--- config.mk ---
export PLATFORM = sky130hd
export DESIGN_NAME = stable_sorted_priority_queue_flat
export DESIGN_NICKNAME = d
export VERILOG_FILES = /design/src/rtl/core/sspq_pkg.sv /design/src/rtl/core/sspq_if.sv /design/src/rtl/core/sspq_cell.sv /design/src/rtl/core/stable_sorted_priority_queue.sv /design/src/flat_wrapper.sv
export SDC_FILE = /design/constraint.sdc
export NUM_CORES = 1
export LEC_CHECK = 0
export BUFFER_PORTS_ARGS = -buffer_cell sky130_fd_sc_hd__clkbuf_2
export CAP_MARGIN = 20
export CORE_ASPECT_RATIO = 0.8
export CORE_MARGIN = 1
export CORE_UTILIZATION = 60
export DETAILED_ROUTE_END_ITERATION = 8
export GPL_ROUTABILITY_DRIVEN = 0
export GPL_TIMING_DRIVEN = 0
export HOLD_SLACK_MARGIN = 0.15
export PLACE_DENSITY_LB_ADDON = 0.05
export RECOVER_POWER = 100
export SKIP_LAST_GASP = 1
export SLEW_MARGIN = 20
export SYNTH_ARGS = -nofsm -noshare
export SYNTH_HDL_FRONTEND = slang
export SYNTH_SLANG_ARGS = --single-unit
--- constraint.sdc ---
create_clock -name clk_i -period 3.8 [get_ports clk_i]
set_clock_uncertainty 0.15 [all_clocks]
set_input_delay 0.19 -clock clk_i [delete_from_list [all_inputs] [get_ports clk_i]]
set_output_delay 0.19 -clock clk_i [all_outputs]
set_load 0.02 [all_outputs]
--- src/rtl/core/sspq_pkg.sv ---
package sspq_pkg;

  // field widths of one request and one result word
  localparam int unsigned ValueW = 16;
  localparam int unsigned TagW = 8;
  localparam int unsigned CountW = 5;

  // default number of cells
  localparam int unsigned CapacityDefault = 16;

  // request codes
  typedef enum logic {
    REQ_INSERT = 1'b0,
    REQ_POP    = 1'b1
  } req_e;

  // result status codes
  typedef enum logic [1:0] {
    ST_OK    = 2'd0,
    ST_EMPTY = 2'd1,
    ST_FULL  = 2'd2
  } status_e;

  // one stored entry
  typedef struct packed {
    logic [ValueW-1:0] value;
    logic [TagW-1:0]   tag;
  } entry_t;

  // broadcast from the top level to every cell
  typedef struct packed {
    logic              ins_en;
    logic              pop_en;
    logic [ValueW-1:0] value;
    logic [TagW-1:0]   tag;
  } cell_ctrl_t;

endpackage

--- src/rtl/core/sspq_if.sv ---
interface sspq_req_if;
  import sspq_pkg::*;

  logic              valid;
  logic              ready;
  logic              req_type;
  logic [ValueW-1:0] new_value;
  logic [TagW-1:0]   new_tag;

  modport source (output valid, output req_type, output new_value, output new_tag,
                  input ready);
  modport sink (input valid, input req_type, input new_value, input new_tag,
                output ready);
endinterface

interface sspq_res_if;
  import sspq_pkg::*;

  logic              valid;
  logic              ready;
  logic              popped_valid;
  logic [ValueW-1:0] popped_value;
  logic [TagW-1:0]   popped_tag;
  logic [CountW-1:0] entry_count;
  logic [1:0]        status;

  modport source (output valid, output popped_valid, output popped_value,
                  output popped_tag, output entry_count, output status,
                  input ready);
  modport sink (input valid, input popped_valid, input popped_value,
                input popped_tag, input entry_count, input status,
                output ready);
endinterface

--- src/rtl/core/sspq_cell.sv ---
module sspq_cell (
  input  logic                clk_i,
  input  sspq_pkg::cell_ctrl_t ctrl_i,
  input  logic                occ_i,
  input  logic                take_left_i,
  input  sspq_pkg::entry_t    left_i,
  input  sspq_pkg::entry_t    right_i,
  output logic                take_o,
  output sspq_pkg::entry_t    entry_o
);
  import sspq_pkg::*;

  entry_t entry_q, entry_d;

  // new word lands in the first cell that is empty or holds a smaller value
  assign take_o = !occ_i || (ctrl_i.value > entry_q.value);

  // shift right on insert below the landing cell, shift left on pop
  always_comb begin
    entry_d = entry_q;
    if (ctrl_i.pop_en) begin
      entry_d = right_i;
    end else if (ctrl_i.ins_en) begin
      if (take_left_i) begin
        entry_d = left_i;
      end else if (take_o) begin
        entry_d.value = ctrl_i.value;
        entry_d.tag   = ctrl_i.tag;
      end
    end
  end

  always_ff @(posedge clk_i) begin
    entry_q <= entry_d;
  end

  assign entry_o = entry_q;

endmodule

--- src/rtl/core/stable_sorted_priority_queue.sv ---
// Sorted priority queue, highest value at the head, equal values in arrival order.
// req_i carries one request word: req_type selects insert (new_value, new_tag)
// or pop of the head entry. res_o returns exactly one result word per request:
// popped entry (on a successful pop), entry count after the request, status.
// The entries sit in a row of CAPACITY cells; every cell compares the incoming
// value against its own entry in parallel and shifts towards its neighbour, so
// a request is applied in the cycle it is accepted.
// Latency: the result word is valid in the cycle after acceptance.
// Throughput: one request per cycle while res_o is taken; the output register
// is the only buffer, so req_i.ready is low only when a result waits and
// res_o.ready is low.
// An insert into a full queue is dropped with status full; a pop on an empty
// queue returns status empty and a zero entry.
// Reset empties the queue and the output register at once; no clearing pass.
module stable_sorted_priority_queue #(
  parameter int unsigned CAPACITY = sspq_pkg::CapacityDefault
) (
  input  logic       clk_i,
  input  logic       rst_ni,
  sspq_req_if.sink   req_i,
  sspq_res_if.source res_o
);
  import sspq_pkg::*;

  localparam int unsigned CntW = $clog2(CAPACITY + 1);

  logic [CntW-1:0] count_q, count_d;
  logic            accept;
  logic            is_pop, empty, full;
  cell_ctrl_t      ctrl;
  logic            take [CAPACITY];
  entry_t          cell_entry [CAPACITY];

  logic              res_valid_q;
  logic              pvalid_q, pvalid_d;
  logic [ValueW-1:0] pvalue_q, pvalue_d;
  logic [TagW-1:0]   ptag_q, ptag_d;
  logic [CountW-1:0] ecount_q, ecount_d;
  status_e           status_q, status_d;

  assign req_i.ready = !res_valid_q || res_o.ready;
  assign accept      = req_i.valid && req_i.ready;
  assign is_pop      = (req_i.req_type == REQ_POP);
  assign empty       = (count_q == '0);
  assign full        = (count_q == CntW'(CAPACITY));

  // broadcast to the cells
  always_comb begin
    ctrl.ins_en = accept && !is_pop && !full;
    ctrl.pop_en = accept && is_pop && !empty;
    ctrl.value  = req_i.new_value;
    ctrl.tag    = req_i.new_tag;
  end

  // row of cells
  for (genvar i = 0; i < CAPACITY; i++) begin : g_cell
    logic   occ;
    logic   take_left;
    entry_t left, right;

    assign occ = (count_q > CntW'(i));
    if (i == 0) begin : g_first
      assign take_left = 1'b0;
      assign left      = '0;
    end else begin : g_mid
      assign take_left = take[i-1];
      assign left      = cell_entry[i-1];
    end
    if (i == CAPACITY - 1) begin : g_last
      assign right = '0;
    end else begin : g_inner
      assign right = cell_entry[i+1];
    end

    sspq_cell u_cell (
      .clk_i      (clk_i),
      .ctrl_i     (ctrl),
      .occ_i      (occ),
      .take_left_i(take_left),
      .left_i     (left),
      .right_i    (right),
      .take_o     (take[i]),
      .entry_o    (cell_entry[i])
    );
  end

  // entry count and result word
  always_comb begin
    count_d  = count_q;
    pvalid_d = 1'b0;
    pvalue_d = '0;
    ptag_d   = '0;
    status_d = ST_OK;
    if (ctrl.ins_en) begin
      count_d = count_q + 1'b1;
    end else if (ctrl.pop_en) begin
      count_d  = count_q - 1'b1;
      pvalid_d = 1'b1;
      pvalue_d = cell_entry[0].value;
      ptag_d   = cell_entry[0].tag;
    end else if (is_pop) begin
      status_d = ST_EMPTY;
    end else begin
      status_d = ST_FULL;
    end
    ecount_d = CountW'(count_d);
  end

  always_ff @(posedge clk_i or negedge rst_ni) begin
    if (!rst_ni) begin
      count_q     <= '0;
      res_valid_q <= 1'b0;
    end else begin
      if (accept) begin
        count_q <= count_d;
      end
      if (accept) begin
        res_valid_q <= 1'b1;
      end else if (res_o.ready) begin
        res_valid_q <= 1'b0;
      end
    end
  end

  // result payload
  always_ff @(posedge clk_i) begin
    if (accept) begin
      pvalid_q <= pvalid_d;
      pvalue_q <= pvalue_d;
      ptag_q   <= ptag_d;
      ecount_q <= ecount_d;
      status_q <= status_d;
    end
  end

  assign res_o.valid        = res_valid_q;
  assign res_o.popped_valid = pvalid_q;
  assign res_o.popped_value = pvalue_q;
  assign res_o.popped_tag   = ptag_q;
  assign res_o.entry_count  = ecount_q;
  assign res_o.status       = status_q;

  // checks
  a_count_bound: assert property (@(posedge clk_i) disable iff (!rst_ni)
    count_q <= CntW'(CAPACITY))
    else $error("entry count above capacity");

  a_head_sorted: assert property (@(posedge clk_i) disable iff (!rst_ni)
    (count_q >= CntW'(2)) |-> (cell_entry[0].value >= cell_entry[1].value))
    else $error("head cell out of order");

  a_pop_count: assert property (@(posedge clk_i) disable iff (!rst_ni)
    ctrl.pop_en |=> (count_q == $past(count_q) - 1'b1))
    else $error("pop did not decrement count");

  a_full_drop: assert property (@(posedge clk_i) disable iff (!rst_ni)
    (accept && !is_pop && full) |=> ($stable(count_q) && status_q == ST_FULL))
    else $error("insert into full queue not dropped");

endmodule

--- src/flat_wrapper.sv ---
// flat-port wrapper written by rule: the top's interface ports become plain ports
module stable_sorted_priority_queue_flat import sspq_pkg::*;
#(
  parameter int unsigned CAPACITY = sspq_pkg::CapacityDefault
)
  (clk_i, rst_ni, req_i_valid, req_i_req_type, req_i_new_value, req_i_new_tag, req_i_ready, res_o_valid, res_o_popped_valid, res_o_popped_value, res_o_popped_tag, res_o_entry_count, res_o_status, res_o_ready);
  sspq_req_if req_i_i ();
  sspq_res_if res_o_i ();
  input  logic clk_i;
  input  logic rst_ni;
  input wire logic [$bits(req_i_i.valid)-1:0] req_i_valid;
  input wire logic [$bits(req_i_i.req_type)-1:0] req_i_req_type;
  input wire logic [$bits(req_i_i.new_value)-1:0] req_i_new_value;
  input wire logic [$bits(req_i_i.new_tag)-1:0] req_i_new_tag;
  output wire logic [$bits(req_i_i.ready)-1:0] req_i_ready;
  output wire logic [$bits(res_o_i.valid)-1:0] res_o_valid;
  output wire logic [$bits(res_o_i.popped_valid)-1:0] res_o_popped_valid;
  output wire logic [$bits(res_o_i.popped_value)-1:0] res_o_popped_value;
  output wire logic [$bits(res_o_i.popped_tag)-1:0] res_o_popped_tag;
  output wire logic [$bits(res_o_i.entry_count)-1:0] res_o_entry_count;
  output wire logic [$bits(res_o_i.status)-1:0] res_o_status;
  input wire logic [$bits(res_o_i.ready)-1:0] res_o_ready;
  assign req_i_i.valid = req_i_valid;
  assign req_i_i.req_type = req_i_req_type;
  assign req_i_i.new_value = req_i_new_value;
  assign req_i_i.new_tag = req_i_new_tag;
  assign req_i_ready = req_i_i.ready;
  assign res_o_valid = res_o_i.valid;
  assign res_o_popped_valid = res_o_i.popped_valid;
  assign res_o_popped_value = res_o_i.popped_value;
  assign res_o_popped_tag = res_o_i.popped_tag;
  assign res_o_entry_count = res_o_i.entry_count;
  assign res_o_status = res_o_i.status;
  assign res_o_i.ready = res_o_ready;
  stable_sorted_priority_queue #(.CAPACITY(CAPACITY)) u_core (.clk_i(clk_i), .rst_ni(rst_ni), .req_i(req_i_i), .res_o(res_o_i));
endmodule
==> flow_summary_export.csv, run 1 <==
group,metric,value,unit
yosys,synth-seq-area-share,47.33,%
yosys,synthFlopType,"edfxtp_1",
timing,fin_crit,4017,ps
die,dieArea,44520,µm²
cts,insertion_delay,610,ps
yosys,synth_top_area_cell,"edfxtp_1",
placement,dpl_cell_area,27230,µm²
die,ios,63,
timing,tightest_slew,1047,ps
layout,regArea,12400,µm²
timing,slew-limit-headroom,30.20,%
timing,finalCritPeriodShare,105.7,%
pwr,vdd_ir_drop_max,0.3539,mV
detailed_routing,vias,23302,
worst_setup_path,slowest_delay,620,ps
worst_setup_path,path_delay_family,"simple AND/OR/NAND/NOR gates",
detailed_routing,routedWlPerCell,26.46,µm
layout,multi_input_area,12110,µm²
detailed_routing,dr.first_iter.drc_count,3614,
flow_run,maxCapViolations,0,
cts,clkTransAtPathRegs,60,ps
timing,fmax,248.9,MHz
layout,area_growth,10.34,%
worst_setup_path,reg2regPathDepth,9,
outcome,status,"finished, violations left",
worst_setup_path,cp.required,3860,ps
global_route,grt_pass1_wl,131100,µm
yosys,synth_seq_cells,422,
timing,setup_tns,-10930,ps
worst_setup_path,critPathSlowestCell,"clkbuf_1",
timing,holdWs,328.9,ps
die,core,43140,µm²
pwr,p_leak,11.32,nW
placement,hpwlAfterDp,66100,µm
global_route,antenna_found_initial,2,
layout,instances_no_fill,3277,
worst_setup_path,reg2reg_setup_slack,-220,ps
cts,clock-sinks,422,
worst_setup_path,path_class,"reg -> reg",
placement,dp.cells,3175,
layout,nNetsFinal,2971,
cts,cts_root_buffer,"clkbuf_16",
worst_setup_path,endpoint_kind,"register",
hold_path,hold_class,"reg -> reg",
global_route,grt_pass1_vias,22683,
detailed_routing,routed_wl,86720,µm
timing,rsz0062_at_grt,"true",
die,initial_core_util,60.74,%
die,die_w,235.6,µm
worst_setup_path,rr_startpoint,"u_core.g_cell[8].u_cell.entry_o[13]",
cts,cts_tree,"yes",
yosys,synthCells,2552,
yosys,synth_enable_flop_cells,392,
yosys,synth_top_area_share,44.92,%
timing,fin_ws,-217.0,ps
layout,drive_above_1_share,7.364,%
cts,htree_levels,2,
worst_setup_path,worstSetupStartpoint,"u_core.g_cell[8].u_cell.entry_o[13]",
worst_setup_path,path_cells,"inv_1 > ha_1 > nand4_1 > nor4_1 > or3_1 > o221ai_1 > clkbuf_1 > o21ai_0 > nand2_2",
pwr,power_density,729.3,nW/µm²
layout,fin_area,28910,µm²
placement,placement.io_buffers,62,
worst_setup_path,r2r-end,"u_core.g_cell[8].u_cell.entry_o[18]",
yosys,synth_cell_types,55,
die,die_h,188.9,µm
detailed_routing,drcViolationCount,0,
yosys,synthArstFlopShare,1.422,%
detailed_routing,viasPerCell,7.111,
timing,setup_violations,172,
timing,maxSlewViolCount,0,
worst_setup_path,start_kind,"register",
yosys,synth.avg_cell_area,10.27,µm²
detailed_routing,antenna_left,0,
yosys,synth_nets,2842,
yosys,syn_area,26200,µm²
layout,final_core_util,67.02,%
outcome,failed_checks,"setup timing",
cts,numCtsBuffers,45,
yosys,ys_top_cells_by_area,"edfxtp_1 45%, ha_1 12%, o221ai_1 7.6%",
worst_setup_path,worstPathArrival,4080,ps
global_route,grt_use_total,38.41,%
layout,fillCellCount,3427,
worst_setup_path,endpoint,"u_core.g_cell[8].u_cell.entry_o[18]",
worst_setup_path,cp.depth,9,
detailed_routing,first_pass_iters,6,
die,rows,68,
worst_setup_path,path_buf_inv,2,
worst_setup_path,crit_fanout,24,
yosys,ys_warn_count,0,
global_route,grt_max_degree,34,
timing,hold_viol_final,0,
global_route,overflow,0,
cts,cts.path.max_buffers,3,
how the worst min path moves through the flow:
stage / startpoint / to / slack, ps / cells past startpoint
5_1_grt: u_core.g_cell[15].u_cell.entry_o[5] / u_core.g_cell[15].u_cell.entry_o[5] / 350 / 2
3_3_place_gp: rst_ni / u_core.count_q[0] / -120 / 1
3_5_place_dp: rst_ni / u_core.count_q[0] / -120 / 1
4_1_cts: u_core.g_cell[15].u_cell.entry_o[5] / u_core.g_cell[15].u_cell.entry_o[5] / 330 / 2
2_1_floorplan: rst_ni / u_core.count_q[0] / -260 / 0
6_report: u_core.g_cell[15].u_cell.entry_o[5] / u_core.g_cell[15].u_cell.entry_o[5] / 330 / 2
registers in the layout (all words and copies together) (netlist names):
name                          flops
u_core.count_q                    5
u_core.res_o.status               2
u_core.res_o.valid                1
u_core.res_o.popped_value        16
u_core.res_o.popped_valid         1
u_core.res_o.popped_tag           8
u_core.g_cell.u_cell.entry_o    384
u_core.res_o.entry_count          5
layout make-up:
class                   instances  share of cell area [%]
multi-input cells            1672                   41.90
well taps                     560                   2.424
clock inverters                19                  0.4804
diodes                          1                0.008655
clock buffers                  63                   4.449
inverters                     261                   3.389
repair buffers                 82                   1.610
plain buffers                 197                   2.843
flip-flops and latches        422                   42.90
stage by stage:
step / worst slack (ps) / power (W)
CTS: 39.96 / 0.02060
floorplan: 244.5 / 0.01336
detailed placement: -1089 / 0.01618
global route: -203.3 / 0.02197
global placement: -1209 / 0.01576
finish: -217.0 / 0.02109
cell families after synthesis:
group | count (synthesis) | share of synthesized area [%]
buffers and inverters | 458 | 6.824
XOR/XNOR | 6 | 0.2006
flip-flops | 422 | 47.33
multiplexers | 24 | 1.132
AND/OR/NAND/NOR | 783 | 14.46
AO/OA/AOI/OAI | 598 | 17.59
adder cells (fa/ha/maj) | 261 | 12.46
power breakdown:
| group | internal, W | leakage [nW] | total [W] | switching, W |
|---|---|---|---|---|
| clock | 0.00249 | 0.705 | 0.00443 | 0.00194 |
| sequential | 0.00701 | 4.02 | 0.00770 | 0.000683 |
| combinational | 0.00296 | 6.60 | 0.00896 | 0.00600 |
| total | 0.0125 | 11.3 | 0.0211 | 0.00863 |
placed cells by master, fill, tap and decap left out, types with 6 or more instances in the layout:
cell / Yosys / routed
edfxtp_1: 392 / 392
nand3_1: 381 / 380
ha_1: 261 / 261
inv_1: 259 / 258
o221ai_1: 226 / 225
nand2_1: 221 / 206
clkbuf_1: 154 / 194
o211ai_1: 138 / 138
a21oi_1: 102 / 102
nand4_1: 58 / 58
clkbuf_16: 0 / 47
o21ai_0: 47 / 45
clkbuf_2: 0 / 34
nor2_1: 32 / 32
buf_2: 22 / 24
nor3_1: 24 / 24
dfxtp_1: 24 / 24
a221oi_2: 20 / 20
or3_1: 17 / 17
a211oi_1: 17 / 17
nor2b_1: 16 / 16
dlygate4sd3_1: 0 / 16
a21o_1: 14 / 14
nor4_1: 13 / 12
buf_1: 15 / 11
mux2_4: 10 / 10
and2_1: 10 / 10
nand2_2: 1 / 9
mux2i_1: 9 / 9
clkinv_2: 0 / 8
clkinv_1: 0 / 8
a221oi_1: 7 / 7
nand2_4: 0 / 7
xnor2_1: 6 / 6
dfrtp_1: 6 / 6
synth_stat cells, drive strengths merged (3+ instances only):
cell and count:
inv 261, nand4 59, nor4 14, a21oi 103
nor3 24, a21boi 6, and2 10, a21o 14
dfxtp 24, nand2 222, xnor2 6, buf 43
mux2i 9, o21ai 48, o21a 3, o211ai 138
mux2 15, clkbuf 154, or3 17, nand3 381
a211o 3, a211oi 18, nor2b 16, edfxtp 392
ha 261, o31ai 5, a221oi 27, nor2 32
dfrtp 6, o221ai 226
worst register-to-register path, stage by stage (launching register included):
cell and delay (ps):
edfxtp_1 460, inv_1 130, ha_1 250, nand4_1 200, nor4_1 110, or3_1 330
o221ai_1 590, clkbuf_1 620, o21ai_0 200, nand2_2 560
metal layers:
metal,part of all wire [%],vias to the layer above,routed length (µm),global-route usage (%)
li1,-,10146,-,-
met1,43,11291,36870,57.54
met2,40,1687,34480,52.83
met3,15,176,13280,12.58
met4,2.3,2,2016,10.18
met5,0.080,-,69,1.190
timing repair:
item | in CTS | in global routing
cloned | 0 | 0
pin swaps | 0 | 2
endpoints found under the hold margin | 65 | 0
resized for setup | 24 | 16
endpoints found under the setup margin | 499 | 437
hold buffers | 16 | 0
setup buffers | 0 | 3
(Power assumes the default switching activity.)
==> run 2, diff against run 1 <==
- CORE_UTILIZATION: 60 -> 44
- CTS_BUF_LIST: unset -> sky130_fd_sc_hd__clkbuf_16
==> flow_summary_export.csv, run 2 (synthesized netlist as in run 1, its figures left out) <==
group,metric,value,unit
layout,final_common_cell,"edfxtp_1",
placement,hpwlAfterDp,72030,µm
die,ios,63,
global_route,grt_pass1_vias,22149,
worst_setup_path,r2r-end,"u_core.g_cell[13].u_cell.entry_o[6]",
worst_setup_path,cp.required,3900,ps
layout,drive_above_1_share,6.804,%
cts,insertion_delay,600,ps
detailed_routing,routed_wl,93700,µm
worst_setup_path,reg2regPathDepth,10,
hold_path,hold_class,"reg -> reg",
timing,finalCritPeriodShare,97.40,%
die,core,58520,µm²
cts,clock-sinks,422,
timing,maxSlewViolCount,0,
pwr,vdd_ir_drop_max,0.3333,mV
worst_setup_path,endpoint_kind,"register",
cts,cts.path.max_buffers,3,
worst_setup_path,path_cells,"inv_1 > ha_1 > nand2_1 > o21ai_0 > a221oi_1 > nor2_1 > a221o_1 > buf_1 > o21ai_0 > nand2_4",
timing,tightest_slew,1027,ps
global_route,grt_pass1_wl,138800,µm
worst_setup_path,worstSetupStartpoint,"u_core.g_cell[13].u_cell.entry_o[19]",
die,die_h,220.3,µm
detailed_routing,drcViolationCount,6,
detailed_routing,routedWlPerCell,26.85,µm
worst_setup_path,rr_startpoint,"u_core.g_cell[13].u_cell.entry_o[19]",
global_route,grt_max_degree,34,
worst_setup_path,path_delay_family,"compound AO/OA/AOI/OAI gates",
pwr,p_leak,11.39,nW
cts,numCtsBuffers,48,
worst_setup_path,reg2reg_setup_slack,100,ps
worst_setup_path,slowest_delay,630,ps
die,dieArea,60540,µm²
cts,clkTransAtPathRegs,60,ps
worst_setup_path,crit_fanout,24,
layout,nNetsFinal,2971,
timing,fin_crit,3701,ps
worst_setup_path,path_buf_inv,2,
global_route,grt_use_total,30.77,%
outcome,failed_checks,"DRC",
timing,hold_viol_final,0,
detailed_routing,first_pass_iters,8,
detailed_routing,dr.first_iter.drc_count,2400,
layout,instances_no_fill,3490,
global_route,antenna_found_initial,2,
worst_setup_path,worstPathArrival,3800,ps
cts,htree_levels,2,
detailed_routing,vias,22764,
timing,fmax,270.2,MHz
die,rows,79,
cts,cts_root_buffer,"clkbuf_16",
die,initial_core_util,44.78,%
timing,slew-limit-headroom,31.44,%
layout,layout_common_cells,"392 x edfxtp_1, 380 x nand3_1, 267 x inv_1",
cts,cts_tree,"yes",
detailed_routing,viasPerCell,6.523,
worst_setup_path,path_class,"reg -> reg",
placement,dp.cells,3384,
pwr,power_density,731.7,nW/µm²
flow_run,maxCapViolations,0,
worst_setup_path,cp.depth,10,
layout,area_growth,11.74,%
outcome,status,"finished, violations left",
worst_setup_path,crit_top_cell,"o21ai_0",
detailed_routing,antenna_left,0,
global_route,overflow,0,
placement,placement.io_buffers,62,
worst_setup_path,endpoint,"u_core.g_cell[13].u_cell.entry_o[6]",
die,die_w,274.8,µm
worst_setup_path,critPathSlowestCell,"buf_1",
timing,setup_violations,0,
timing,setup_tns,0,ps
timing,rsz0062_at_grt,"true",
worst_setup_path,start_kind,"register",
layout,largest_register_ffs,384,
## run 2: cell count changes in the layout (fill, tap and decap cells not counted), sizes merged
cell      previous run  this run
inv                262       269
diode                1         2
clkinvlp             0         3
buf                 45        31
clkinv              16        22
clkbuf             281       278
bufinv               2         6
## run 2: cell type report
cell class	instances	area, µm²
Inverter	261	982.2
Fill cell	5425	29240
Clock buffer	49	1226
Timing Repair Buffer	80	462.9
Tap cell	769	962.2
Clock inverter	39	334.1
Antenna cell	2	5.005
Sequential cell	422	12400
Buffer	196	820.8
Multi-Input combinational cell	1672	12080
## run 2: worst min path at each step
stage | start | cells after the start | endpoint
final | u_core.g_cell[15].u_cell.entry_o[5] | 2 | u_core.g_cell[15].u_cell.entry_o[5]
after CTS | u_core.g_cell[15].u_cell.entry_o[5] | 2 | u_core.g_cell[15].u_cell.entry_o[5]
after floorplan | rst_ni | 0 | u_core.count_q[0]
after global routing | u_core.g_cell[15].u_cell.entry_o[3] | 2 | u_core.g_cell[15].u_cell.entry_o[3]
after detailed placement | rst_ni | 1 | u_core.res_o.valid
after global placement | rst_ni | 1 | u_core.res_o.valid
## run 2: timing repair
action | CTS | global route
endpoints found under the hold margin | 84 | 0
hold buffers | 16 | 0
buffers inserted | 0 | 1
endpoints found under the setup margin | 662 | 329
resized for setup | 36 | 19
pin swaps | 0 | 1
## run 2: report_power, final
| group | internal [W] | switching [W] |
|---|---|---|
| Combinational | 0.00292 | 0.00601 |
| Clock | 0.00274 | 0.00205 |
| Sequential | 0.00701 | 0.000694 |
| Total | 0.0127 | 0.00876 |
## run 2: worst reg2reg max path: cells and delay by family (launching register included)
kind / cells / cell delay [ps]
adder cells (fa/ha/maj): 1 / 310
AO/OA/AOI/OAI: 4 / 1270
flip-flops: 1 / 350
AND/OR/NAND/NOR: 3 / 580
buffers and inverters: 2 / 690
## run 2: stage by stage
stage | hold WS [ps] | instance area [µm²] | util (%) | power, W | worst slack (ps)
floorplan | -255.6 | 26200 | - | 0.01336 | 244.5
global placement | -119.7 | 27480 | 46.95 | 0.01608 | -1501
detailed placement | -114.7 | 27510 | 47.02 | 0.01637 | -1368
CTS | 341.0 | 29360 | 50.17 | 0.02119 | 45.04
global route | 379.8 | 29270 | 50.03 | 0.02250 | -33.50
finish | 336.5 | 29280 | 50.04 | 0.02142 | 98.62
## run 2: metal layers
metal / global-route usage (%) / part of all wire, %
met5: 0 / 0.013
met1: 47.31 / 47
met3: 9.267 / 12
met2: 41.22 / 39
met4: 7.808 / 2.2
